[src/hdl/range_prime_counter_assert.svh]
// ----------------------------------------------------------------------------
// range_prime_counter assertion macros
// Concurrent assertion helpers clocked on clk, disabled during reset.
// ----------------------------------------------------------------------------
`ifndef RANGE_PRIME_COUNTER_ASSERT_SVH
`define RANGE_PRIME_COUNTER_ASSERT_SVH

// same-cycle implication
`define RPC_ASSERT_SAME(label, ante, cons) \
    label: assert property (@(posedge clk) disable iff (!rst_n) (ante) |-> (cons)) \
        else $error("range_prime_counter: assertion failed");

// next-cycle implication
`define RPC_ASSERT_NEXT(label, ante, cons) \
    label: assert property (@(posedge clk) disable iff (!rst_n) (ante) |=> (cons)) \
        else $error("range_prime_counter: assertion failed");

`endif

[src/hdl/rpc_pkg.sv]
// ----------------------------------------------------------------------------
// rpc_pkg
// Shared types and constants of the range prime counter.
// ----------------------------------------------------------------------------
package rpc_pkg;

    localparam int LIMIT_RESET = 100000;
    localparam int SIZE_RESET  = 1000;
    localparam int FIRST_DIV   = 2;

    localparam logic REG_RANGE_LIMIT = 1'b0;
    localparam logic REG_TASK_SIZE   = 1'b1;

    typedef struct packed {
        logic busy;
        logic done;
        logic rem_zero;
    } div_status_t;

endpackage

[src/hdl/rpc_divider.sv]
// ----------------------------------------------------------------------------
// rpc_divider
// Bit-serial restoring remainder unit: one dividend bit per cycle.
// ----------------------------------------------------------------------------
module rpc_divider #(
    parameter int VALUE_BITS = 17
) (
    input  logic                    clk,
    input  logic                    rst_n,
    input  logic                    start,
    input  logic [VALUE_BITS-1:0]   dividend,
    input  logic [VALUE_BITS-1:0]   divisor,
    output rpc_pkg::div_status_t    status
);
    import rpc_pkg::*;

    localparam int CNT_W = $clog2(VALUE_BITS + 1);

    logic                  busy_reg, busy_next;
    logic                  done_reg, done_next;
    logic [CNT_W-1:0]      cnt_reg, cnt_next;
    logic [VALUE_BITS-1:0] quo_reg, quo_next;
    logic [VALUE_BITS-1:0] rem_reg, rem_next;
    logic [VALUE_BITS-1:0] dvs_reg, dvs_next;
    logic [VALUE_BITS:0]   trial;
    logic [VALUE_BITS:0]   diff;

    assign trial = {rem_reg, quo_reg[VALUE_BITS-1]};
    assign diff  = trial - {1'b0, dvs_reg};

    always_comb
    begin
        busy_next = busy_reg;
        done_next = 1'b0;
        cnt_next  = cnt_reg;
        quo_next  = quo_reg;
        rem_next  = rem_reg;
        dvs_next  = dvs_reg;
        if (start && !busy_reg)
        begin
            busy_next = 1'b1;
            cnt_next  = CNT_W'(VALUE_BITS);
            quo_next  = dividend;
            rem_next  = '0;
            dvs_next  = divisor;
        end
        else if (busy_reg)
        begin
            // shift in next dividend bit, subtract when it fits
            quo_next = {quo_reg[VALUE_BITS-2:0], 1'b0};
            if (diff[VALUE_BITS])
                rem_next = trial[VALUE_BITS-1:0];
            else
                rem_next = diff[VALUE_BITS-1:0];
            cnt_next = cnt_reg - 1'b1;
            if (cnt_reg == CNT_W'(1))
            begin
                busy_next = 1'b0;
                done_next = 1'b1;
            end
        end
    end

    always_ff @(posedge clk or negedge rst_n)
    begin
        if (!rst_n)
        begin
            busy_reg <= 1'b0;
            done_reg <= 1'b0;
            cnt_reg  <= '0;
        end
        else
        begin
            busy_reg <= busy_next;
            done_reg <= done_next;
            cnt_reg  <= cnt_next;
        end
    end

    always_ff @(posedge clk)
    begin
        quo_reg <= quo_next;
        rem_reg <= rem_next;
        dvs_reg <= dvs_next;
    end

    assign status.busy     = busy_reg;
    assign status.done     = done_reg;
    assign status.rem_zero = (rem_reg == '0);

endmodule

[src/hdl/range_prime_counter.sv]
// ----------------------------------------------------------------------------
// range_prime_counter
// Counts the primes in a clamped task range by bit-serial trial division.
// ----------------------------------------------------------------------------
// Usage:
//   Input channel (in_valid/in_ready, range_start) takes one task start S.
//   The block examines S <= n < min(S + task_size, range_limit) and returns
//   one item on the output channel (out_valid/out_ready, prime_count).
//   Configuration: cfg_we writes cfg_data to register cfg_index (0 is
//   range_limit, 1 is task_size); write only while the block is idle.
// Operation:
//   One task at a time. Each trial division is a test in ST_TEST, a pass
//   through the serial remainder unit, which shifts in the dividend bit by
//   bit, and a read of the remainder in ST_DIV. A candidate below 2 or
//   found prime is settled in ST_TEST alone. Trial divisors run from 2 up
//   to sqrt(n); the range end check and the result register each add a step.
// Reset:
//   range_limit returns to 100000 and task_size to 1000; no item is pending.
// Stall:
//   The result sits in an output register; a new task is taken while it
//   waits, and a finished task holds until the output register is free.
// ----------------------------------------------------------------------------
module range_prime_counter #(
    parameter int VALUE_BITS = 17
) (
    input  logic                  clk,
    input  logic                  rst_n,
    input  logic                  cfg_we,
    input  logic                  cfg_index,
    input  logic [VALUE_BITS-1:0] cfg_data,
    input  logic                  in_valid,
    output logic                  in_ready,
    input  logic [VALUE_BITS-1:0] range_start,
    output logic                  out_valid,
    input  logic                  out_ready,
    output logic [VALUE_BITS-1:0] prime_count
);
    import rpc_pkg::*;

    localparam logic [1:0] ST_IDLE   = 2'd0;
    localparam logic [1:0] ST_TEST   = 2'd1;
    localparam logic [1:0] ST_DIV    = 2'd2;
    localparam logic [1:0] ST_FINISH = 2'd3;

    localparam logic [VALUE_BITS-1:0] DIV_FIRST = VALUE_BITS'(FIRST_DIV);
    localparam logic [VALUE_BITS:0]   SQ_FIRST  = (VALUE_BITS + 1)'(FIRST_DIV * FIRST_DIV);

    logic [1:0]            state_reg, state_next;
    logic [VALUE_BITS-1:0] limit_reg, size_reg;
    logic [VALUE_BITS-1:0] candidate_reg, candidate_next;
    logic [VALUE_BITS-1:0] range_end_reg, range_end_next;
    logic [VALUE_BITS-1:0] trial_divisor_reg, trial_divisor_next;
    logic [VALUE_BITS:0]   square_reg, square_next;
    logic [VALUE_BITS-1:0] running_count_reg, running_count_next;
    logic                  out_valid_reg, out_valid_next;
    logic [VALUE_BITS-1:0] prime_count_reg, prime_count_next;
    logic [VALUE_BITS:0]   end_sum;
    logic                  div_start;
    div_status_t           div_status;

    assign end_sum  = {1'b0, range_start} + {1'b0, size_reg};
    assign in_ready = (state_reg == ST_IDLE);

    rpc_divider #(
        .VALUE_BITS (VALUE_BITS)
    ) u_divider (
        .clk      (clk),
        .rst_n    (rst_n),
        .start    (div_start),
        .dividend (candidate_reg),
        .divisor  (trial_divisor_reg),
        .status   (div_status)
    );

    always_comb
    begin
        state_next         = state_reg;
        candidate_next     = candidate_reg;
        range_end_next     = range_end_reg;
        trial_divisor_next = trial_divisor_reg;
        square_next        = square_reg;
        running_count_next = running_count_reg;
        out_valid_next     = out_valid_reg;
        prime_count_next   = prime_count_reg;
        div_start          = 1'b0;

        if (out_valid_reg && out_ready)
            out_valid_next = 1'b0;

        case (state_reg)
            ST_IDLE:
            begin
                if (in_valid)
                begin
                    candidate_next = range_start;
                    if (end_sum > {1'b0, limit_reg})
                        range_end_next = limit_reg;
                    else
                        range_end_next = end_sum[VALUE_BITS-1:0];
                    running_count_next = '0;
                    trial_divisor_next = DIV_FIRST;
                    square_next        = SQ_FIRST;
                    state_next         = ST_TEST;
                end
            end
            ST_TEST:
            begin
                if (candidate_reg >= range_end_reg)
                begin
                    candidate_next = range_end_reg;
                    state_next     = ST_FINISH;
                end
                else if (candidate_reg < DIV_FIRST)
                    candidate_next = candidate_reg + 1'b1;
                else if (square_reg > {1'b0, candidate_reg})
                begin
                    running_count_next = running_count_reg + 1'b1;
                    candidate_next     = candidate_reg + 1'b1;
                    trial_divisor_next = DIV_FIRST;
                    square_next        = SQ_FIRST;
                end
                else
                begin
                    div_start  = 1'b1;
                    state_next = ST_DIV;
                end
            end
            ST_DIV:
            begin
                if (div_status.done)
                begin
                    if (div_status.rem_zero)
                    begin
                        candidate_next     = candidate_reg + 1'b1;
                        trial_divisor_next = DIV_FIRST;
                        square_next        = SQ_FIRST;
                    end
                    else
                    begin
                        // advance (d+1)^2 = d^2 + 2d + 1
                        trial_divisor_next = trial_divisor_reg + 1'b1;
                        square_next = square_reg + {trial_divisor_reg, 1'b1};
                    end
                    state_next = ST_TEST;
                end
            end
            ST_FINISH:
            begin
                if (!out_valid_reg || out_ready)
                begin
                    out_valid_next   = 1'b1;
                    prime_count_next = running_count_reg;
                    state_next       = ST_IDLE;
                end
            end
            default:
            begin
                state_next = ST_IDLE;
            end
        endcase
    end

    always_ff @(posedge clk or negedge rst_n)
    begin
        if (!rst_n)
        begin
            state_reg         <= ST_IDLE;
            limit_reg         <= VALUE_BITS'(LIMIT_RESET);
            size_reg          <= VALUE_BITS'(SIZE_RESET);
            candidate_reg     <= '0;
            range_end_reg     <= '0;
            trial_divisor_reg <= DIV_FIRST;
            square_reg        <= SQ_FIRST;
            running_count_reg <= '0;
            out_valid_reg     <= 1'b0;
        end
        else
        begin
            state_reg         <= state_next;
            candidate_reg     <= candidate_next;
            range_end_reg     <= range_end_next;
            trial_divisor_reg <= trial_divisor_next;
            square_reg        <= square_next;
            running_count_reg <= running_count_next;
            out_valid_reg     <= out_valid_next;
            if (cfg_we && cfg_index == REG_RANGE_LIMIT)
                limit_reg <= cfg_data;
            if (cfg_we && cfg_index == REG_TASK_SIZE)
                size_reg <= cfg_data;
        end
    end

    always_ff @(posedge clk)
    begin
        prime_count_reg <= prime_count_next;
    end

    assign out_valid   = out_valid_reg;
    assign prime_count = prime_count_reg;

    `include "range_prime_counter_assert.svh"

    `RPC_ASSERT_SAME(a_div_busy_in_div, div_status.busy, state_reg == ST_DIV)
    `RPC_ASSERT_NEXT(a_accept_to_test, in_valid && in_ready, state_reg == ST_TEST)
    `RPC_ASSERT_SAME(a_count_bounded, 1'b1, running_count_reg <= candidate_reg)
    `RPC_ASSERT_SAME(a_div_in_range, state_reg == ST_DIV, candidate_reg < range_end_reg)
    `RPC_ASSERT_SAME(a_divisor_min, 1'b1, trial_divisor_reg >= DIV_FIRST)

endmodule
[config.mk]
export PLATFORM = sky130hd
export DESIGN_NAME = range_prime_counter
export DESIGN_NICKNAME = d
export VERILOG_FILES = /design/src/hdl/rpc_pkg.sv /design/src/hdl/rpc_divider.sv /design/src/hdl/range_prime_counter.sv
export VERILOG_INCLUDE_DIRS = /design/src /design/src/hdl
export SDC_FILE = /design/constraint.sdc
export NUM_CORES = 1
export LEC_CHECK = 0
export BUFFER_PORTS_ARGS = -buffer_cell sky130_fd_sc_hd__buf_2
export CAP_MARGIN = 20
export CORE_MARGIN = 2
export CORE_UTILIZATION = 38
export CTS_CLUSTER_SIZE = 14
export DETAILED_ROUTE_END_ITERATION = 12
export GPL_TIMING_DRIVEN = 0
export SLEW_MARGIN = 20
export SYNTH_ARGS = -nofsm -noshare
export SYNTH_HDL_FRONTEND = slang
export SYNTH_SLANG_ARGS = --single-unit
[constraint.sdc]
create_clock -name clk -period 8.4 [get_ports clk]
set_input_delay 0.42 -clock clk [delete_from_list [all_inputs] [get_ports clk]]
set_output_delay 0.42 -clock clk [all_outputs]
set_load 0.01 [all_outputs]
# == Word level (Yosys, flattened, before mapping) ==
# Index checks and enable logic that the tools add are counted.
# word_totals
wordCells,112
reg_bits,198
out_inout_bits,19
inputBits,40
# classes
mux,52
eq_ne,14
reduce_logical,18
magnitude_cmp,4
n_bitwise,1
addsub,7
# op_table
op,count
17-bit 2-to-1 mux,20
18-bit 2-to-1 mux,6
17-bit case mux with 3 select lines,2
18-bit case mux with 3 select lines,1
"17-bit by 1-bit adder with 17-bit output, second input constant",3
18-bit by 17-bit greater-than comparator with 1-bit output,2
17-bit case mux with 2 select lines,1
17-bit by 17-bit adder with 18-bit output,1
18-bit adder,1
18-bit by 17-bit subtractor with 18-bit output,1
17-bit greater-or-equal comparator,1
17-bit logical NOT,1
"17-bit by 2-bit < comparator with 1-bit output, second input constant",1
5-bit AND reduction,3
1-bit 2-to-1 mux,13
2-bit 2-to-1 mux,6
"2-bit inequality test, second input constant",6
5-bit 2-to-1 mux,2
2-bit case mux with 4 select lines,1
"3-bit inequality test, second input constant",2
6-bit AND reduction,1
"5-bit by 1-bit == test with 1-bit output, second input constant",1
"5-bit by 1-bit subtractor with 5-bit output, second input constant",1
"2-bit == test, second input constant",2
11 further kinds,17

# == Longest topological paths before layout ==
# depth
depth_word,7
depth_mapped,21
mapped_depth_nobuf,19

# == Cells and area by module ==
# A second synthesis with hierarchy kept.
# unflattened
hier_cells,1305
hier_area_um2,12588.3
# by_module_without_submodules
module,seq_area_each_um2,cells_per_inst,area_each_um2,instances
range_prime_counter,3606.0,1016,9361.5,1
rpc_divider,1536.5,289,3226.8,1

# == Least setup slack after synthesis ==
# OpenSTA, ideal clock, no wires.
# synth_path
kind,register -> register
startpoint,reg size_reg[6]
endpoint,reg range_end_reg[16]
setup_time_ps,84
stages_incl_launch_ff,18
arrival_time_ps,3774
required_time_ps,8316
slack_ps,4542
path_cell_list,dfstp_2 > ha_1 > a21oi_1 > o211ai_1 > a211oi_2 > o21ai_1 > a31o_2 > a21boi_0 > xnor2_1 > ha_1 > nand4_1 > nor3_1 > a2111oi_0 > a21oi_1 > a41o_1 > buf_6 > or3b_1 > a41oi_2
# synth_between
elab_chain_len,3
# synth_rtl
element,line,source
from (decl),range_prime_counter.sv:49,"logic [VALUE_BITS-1:0] limit_reg, size_reg;"
from (signal assigned),range_prime_counter.sv:169,size_reg <= VALUE_BITS'(SIZE_RESET);
from (signal assigned),range_prime_counter.sv:189,size_reg <= cfg_data;
17-bit by 17-bit adder with 18-bit output *,range_prime_counter.sv:61,"assign end_sum = {1'b0, range_start} + {1'b0, size_reg};"
18-bit by 17-bit greater-than comparator with 1-bit output,range_prime_counter.sv:96,"if (end_sum > {1'b0, limit_reg})"
17-bit 2-to-1 mux *,range_prime_counter.sv:96,
to (signal assigned),range_prime_counter.sv:181,range_end_reg <= range_end_next;
to (decl),range_prime_counter.sv:51,"logic [VALUE_BITS-1:0] range_end_reg, range_end_next;"
# Mark *: on every way between the ends. The rest lies on a longest branch, timed or not.
# A chain may end at the register's enable or synchronous reset.

# == Worst setup path in the final report ==
# layout_path
startpoint,reg size_reg[0]
endpoint,reg range_end_reg[16]
# Same word-level chain as after synthesis.

==> reports/metrics.csv <==
metric;value;unit
status;finished, final reports clean;
Worst R2R Setup Slack;3.84;ns
syn nets;1454;
Worst Slack Setup Final;3.84;ns
DR vias/cell;5.39;
cell taking the most area after synthesis;dfrtp_1;
ANT cells;0;
Initial DRC Count;544;
Crit path required time;8.77;ns
number of nets in the layout;1533;
core area;0.0326;sq mm
die area;0.0347;sq mm
Slew Viols, Final;0;
pwr dens;356;mW/mm^2
first-pass GRT wire length;51400;microns
Mapped Area;0.0126;sq mm
Non-Filler Instances;1835;
root buf cell;clkbuf_16;
Slew @ Worst Pin;0.995;ns
Post-Route Setup TNS;0;ns
Sequential Power Share;31.4;%
Post-CTS Setup Bufs;0;
Arr. time, crit path;4.93;ns
die height;186;microns
Final ANT Viol Nets;0;
area of the multi-input gates;0.00685;sq mm
most frequent cells in the layout;nand2_1, dfrtp_1, ha_1, o21ai_0, inv_1;
minimum clock period;4.56;ns
Fmax;219;MHz
syn_area_per_cell;9.69;sq um
initial antenna violation count;1;
DRT Pass-1 Iters;6;
Cells after DPL;1802;
share of cells above drive strength 1;13.7;%
number of global-route vias before repair;9790;
R2R Path Start;size_reg[0];
WL final;31600;microns
reg-to-reg endpoint;range_end_reg[16];
Synth Instances;1301;
crit end category;register;
VDD IR max;0.177;mV
Pleak;6.31;nW
I/O pins;59;
Post-Route Skew;0.0139;ns
All-Layer GR Usage;19.0;%
Filler Cell Count;3199;
Sw Share;43.8;%
dpl hpwl;24100;microns
routed vias;9895;
Hold Fails Final Rpt;0;
period utilisation layout;54.3;%
sequential cell area;0.00514;sq mm
Crit Path Max Fanout;10;
clk sinks;198;
Rel. slew slack;33.3;%
EDFF count, synth;51;
register area share after synthesis;40.8;%
Initial Util;38.7;%
Synth area leaders;dfrtp_1, edfxtp_1, ha_1, o21ai_0, nand2_1;
Cell Rows;66;
CP cell instances;ha_1, inv_1, fa_1, nor2b_1, o2111ai_1, a21oi_1, o2111ai_1, a21oi_1, o21a_1, nor2_1, ha_1, nand4_1, nor2_1, nand2_1, a21oi_1, a21oi_1, a41o_1, buf_6, or3b_1, a41oi_2;
max-cap violations;0;
CTS tree;yes;
area grow syn2layout;12.1;%
Clk pwr share;18.1;%
drt drc;0;
share of the synthesized area in the top cell type;23.0;%
Hold Path Class;in -> reg;
Critical path origin;size_reg[0];
Routed WL per cell;17.2;microns
most used cell, CP;a21oi_1;
pre-CTS setup slack;3.74;ns
htree depth;4;
sw power;2.20;mW
post-cts resize count;0;
critical path class;reg -> reg;
Pint;2.83;mW
Die W;186;microns
Setup violations, final;0;
crit path capture;range_end_reg[16];
CTS Buf Count;17;
logic gate share of total power;50.4;%
cells on worst reg2reg path;20;
largest net degree at the start of global routing;75;
clock buffer depth;2;
port bufs;58;
Ys Warns;0;
Largest register FFs;18;
hold_buf cts;1;
Worst-Skew Late Latency;0.45;ns
Yosys reg bits;198;
asr flop ratio synth;65.7;%
GPL Wtd Cong;0.868;
Remaining Overflow, GRT;0;
Synth Flop Type;dfrtp_1;
Worst-path clk slew;0.08;ns
Max stage delay on crit path;0.41;ns
cell with the largest stage delay on the worst path;or3b_1;
synth unique cells;82;
unrepaired setup endpoints after global routing;no;
commonest non-fill, non-tap cell in the layout;nand2_1;
Critical Path Source Type;register;
layer usage:
metal | wire, microns | track usage [%]
met4 | 532 | 5.29
met3 | 851 | 3.13
met2 | 15400 | 32.5
met5 | 11 | 0
met1 | 14800 | 24.8
power groups by stage:
stage	logic [mW]	clock network [mW]	registers, mW
6_report	2.54	0.913	1.58
2_1_floorplan	1.90	0	1.51
3_5_place_dp	2.53	0	1.59
3_3_place_gp	2.48	0	1.59
5_1_grt	2.83	0.971	1.62
4_1_cts	2.54	0.938	1.58
synthesized netlist by cell type (22+ instances only):
master / instances
nand2_1: 121
dfrtp_1: 116
ha_1: 110
o21ai_0: 103
inv_1: 100
nor2_1: 72
edfxtp_1: 51
a21oi_1: 49
nand3_1: 38
mux2_2: 36
xor2_1: 33
nand4_1: 31
clkbuf_1: 30
mux2i_1: 29
xnor2_1: 26
nor3_1: 24
o21ai_1: 24
a21o_1: 22
and3_1: 22
cell type report:
| class | instances | share of cell area (%) |
|---|---|---|
| buffer | 46 | 1.72 |
| clock buffer | 19 | 3.13 |
| clock inverter | 13 | 1.37 |
| inverter | 100 | 2.65 |
| multi-input combinational | 957 | 48.5 |
| sequential | 198 | 36.4 |
| tap | 442 | 3.91 |
| timing repair buffer | 60 | 2.39 |
stage by stage:
stage | util (%) | cell area, sq um | total power [mW] | hold slack, ns
after floorplan | - | 12600 | 3.40 | 0.124
after global placement | 41.2 | 13500 | 4.07 | 0.464
after detailed placement | 41.4 | 13500 | 4.12 | 0.379
after global routing | 43.3 | 14100 | 5.42 | 0.191
final | 43.3 | 14100 | 5.03 | 0.191
after CTS | 43.3 | 14100 | 5.06 | 0.172
how the worst min path moves through the flow:
| stage | end | slack [ns] | cells past startpoint | from |
|---|---|---|---|---|
| 5_1_grt | limit_reg[15] | 0.19 | 3 | cfg_data[15] |
| 3_3_place_gp | prime_count[16] | 0.46 | 0 | running_count_reg[16] |
| 2_1_floorplan | candidate_reg[0] | 0.12 | 0 | rst_n |
| 6_report | limit_reg[3] | 0.19 | 3 | cfg_data[3] |
| 4_1_cts | limit_reg[3] | 0.17 | 3 | cfg_data[3] |
| 3_5_place_dp | size_reg[1] | 0.38 | 1 | rst_n |
worst max-delay path, delay by kind of cell, from the launching register on:
| family | cells | cell delay (ns) |
|---|---|---|
| buffers and inverters | 2 | 0.22 |
| AND/OR/NAND/NOR | 6 | 1.10 |
| flip-flops | 1 | 0.38 |
| adder cells (fa/ha/maj) | 3 | 0.99 |
| AO/OA/AOI/OAI | 9 | 1.80 |
cells by family (layout without fill, tap and decap cells):
family | Yosys count | count (layout) | share of synthesized area (%)
AOI/OAI and AO/OA | 341 | 341 | 18.2
xor gates and xnor gates | 59 | 59 | 4.10
adders and majority gates | 113 | 113 | 11.4
buffers and inverters | 146 | 238 | 4.90
DFF | 198 | 198 | 40.8
muxes | 65 | 65 | 5.52
and+or+nand+nor | 379 | 379 | 15.1
(Power assumes the default switching activity.)
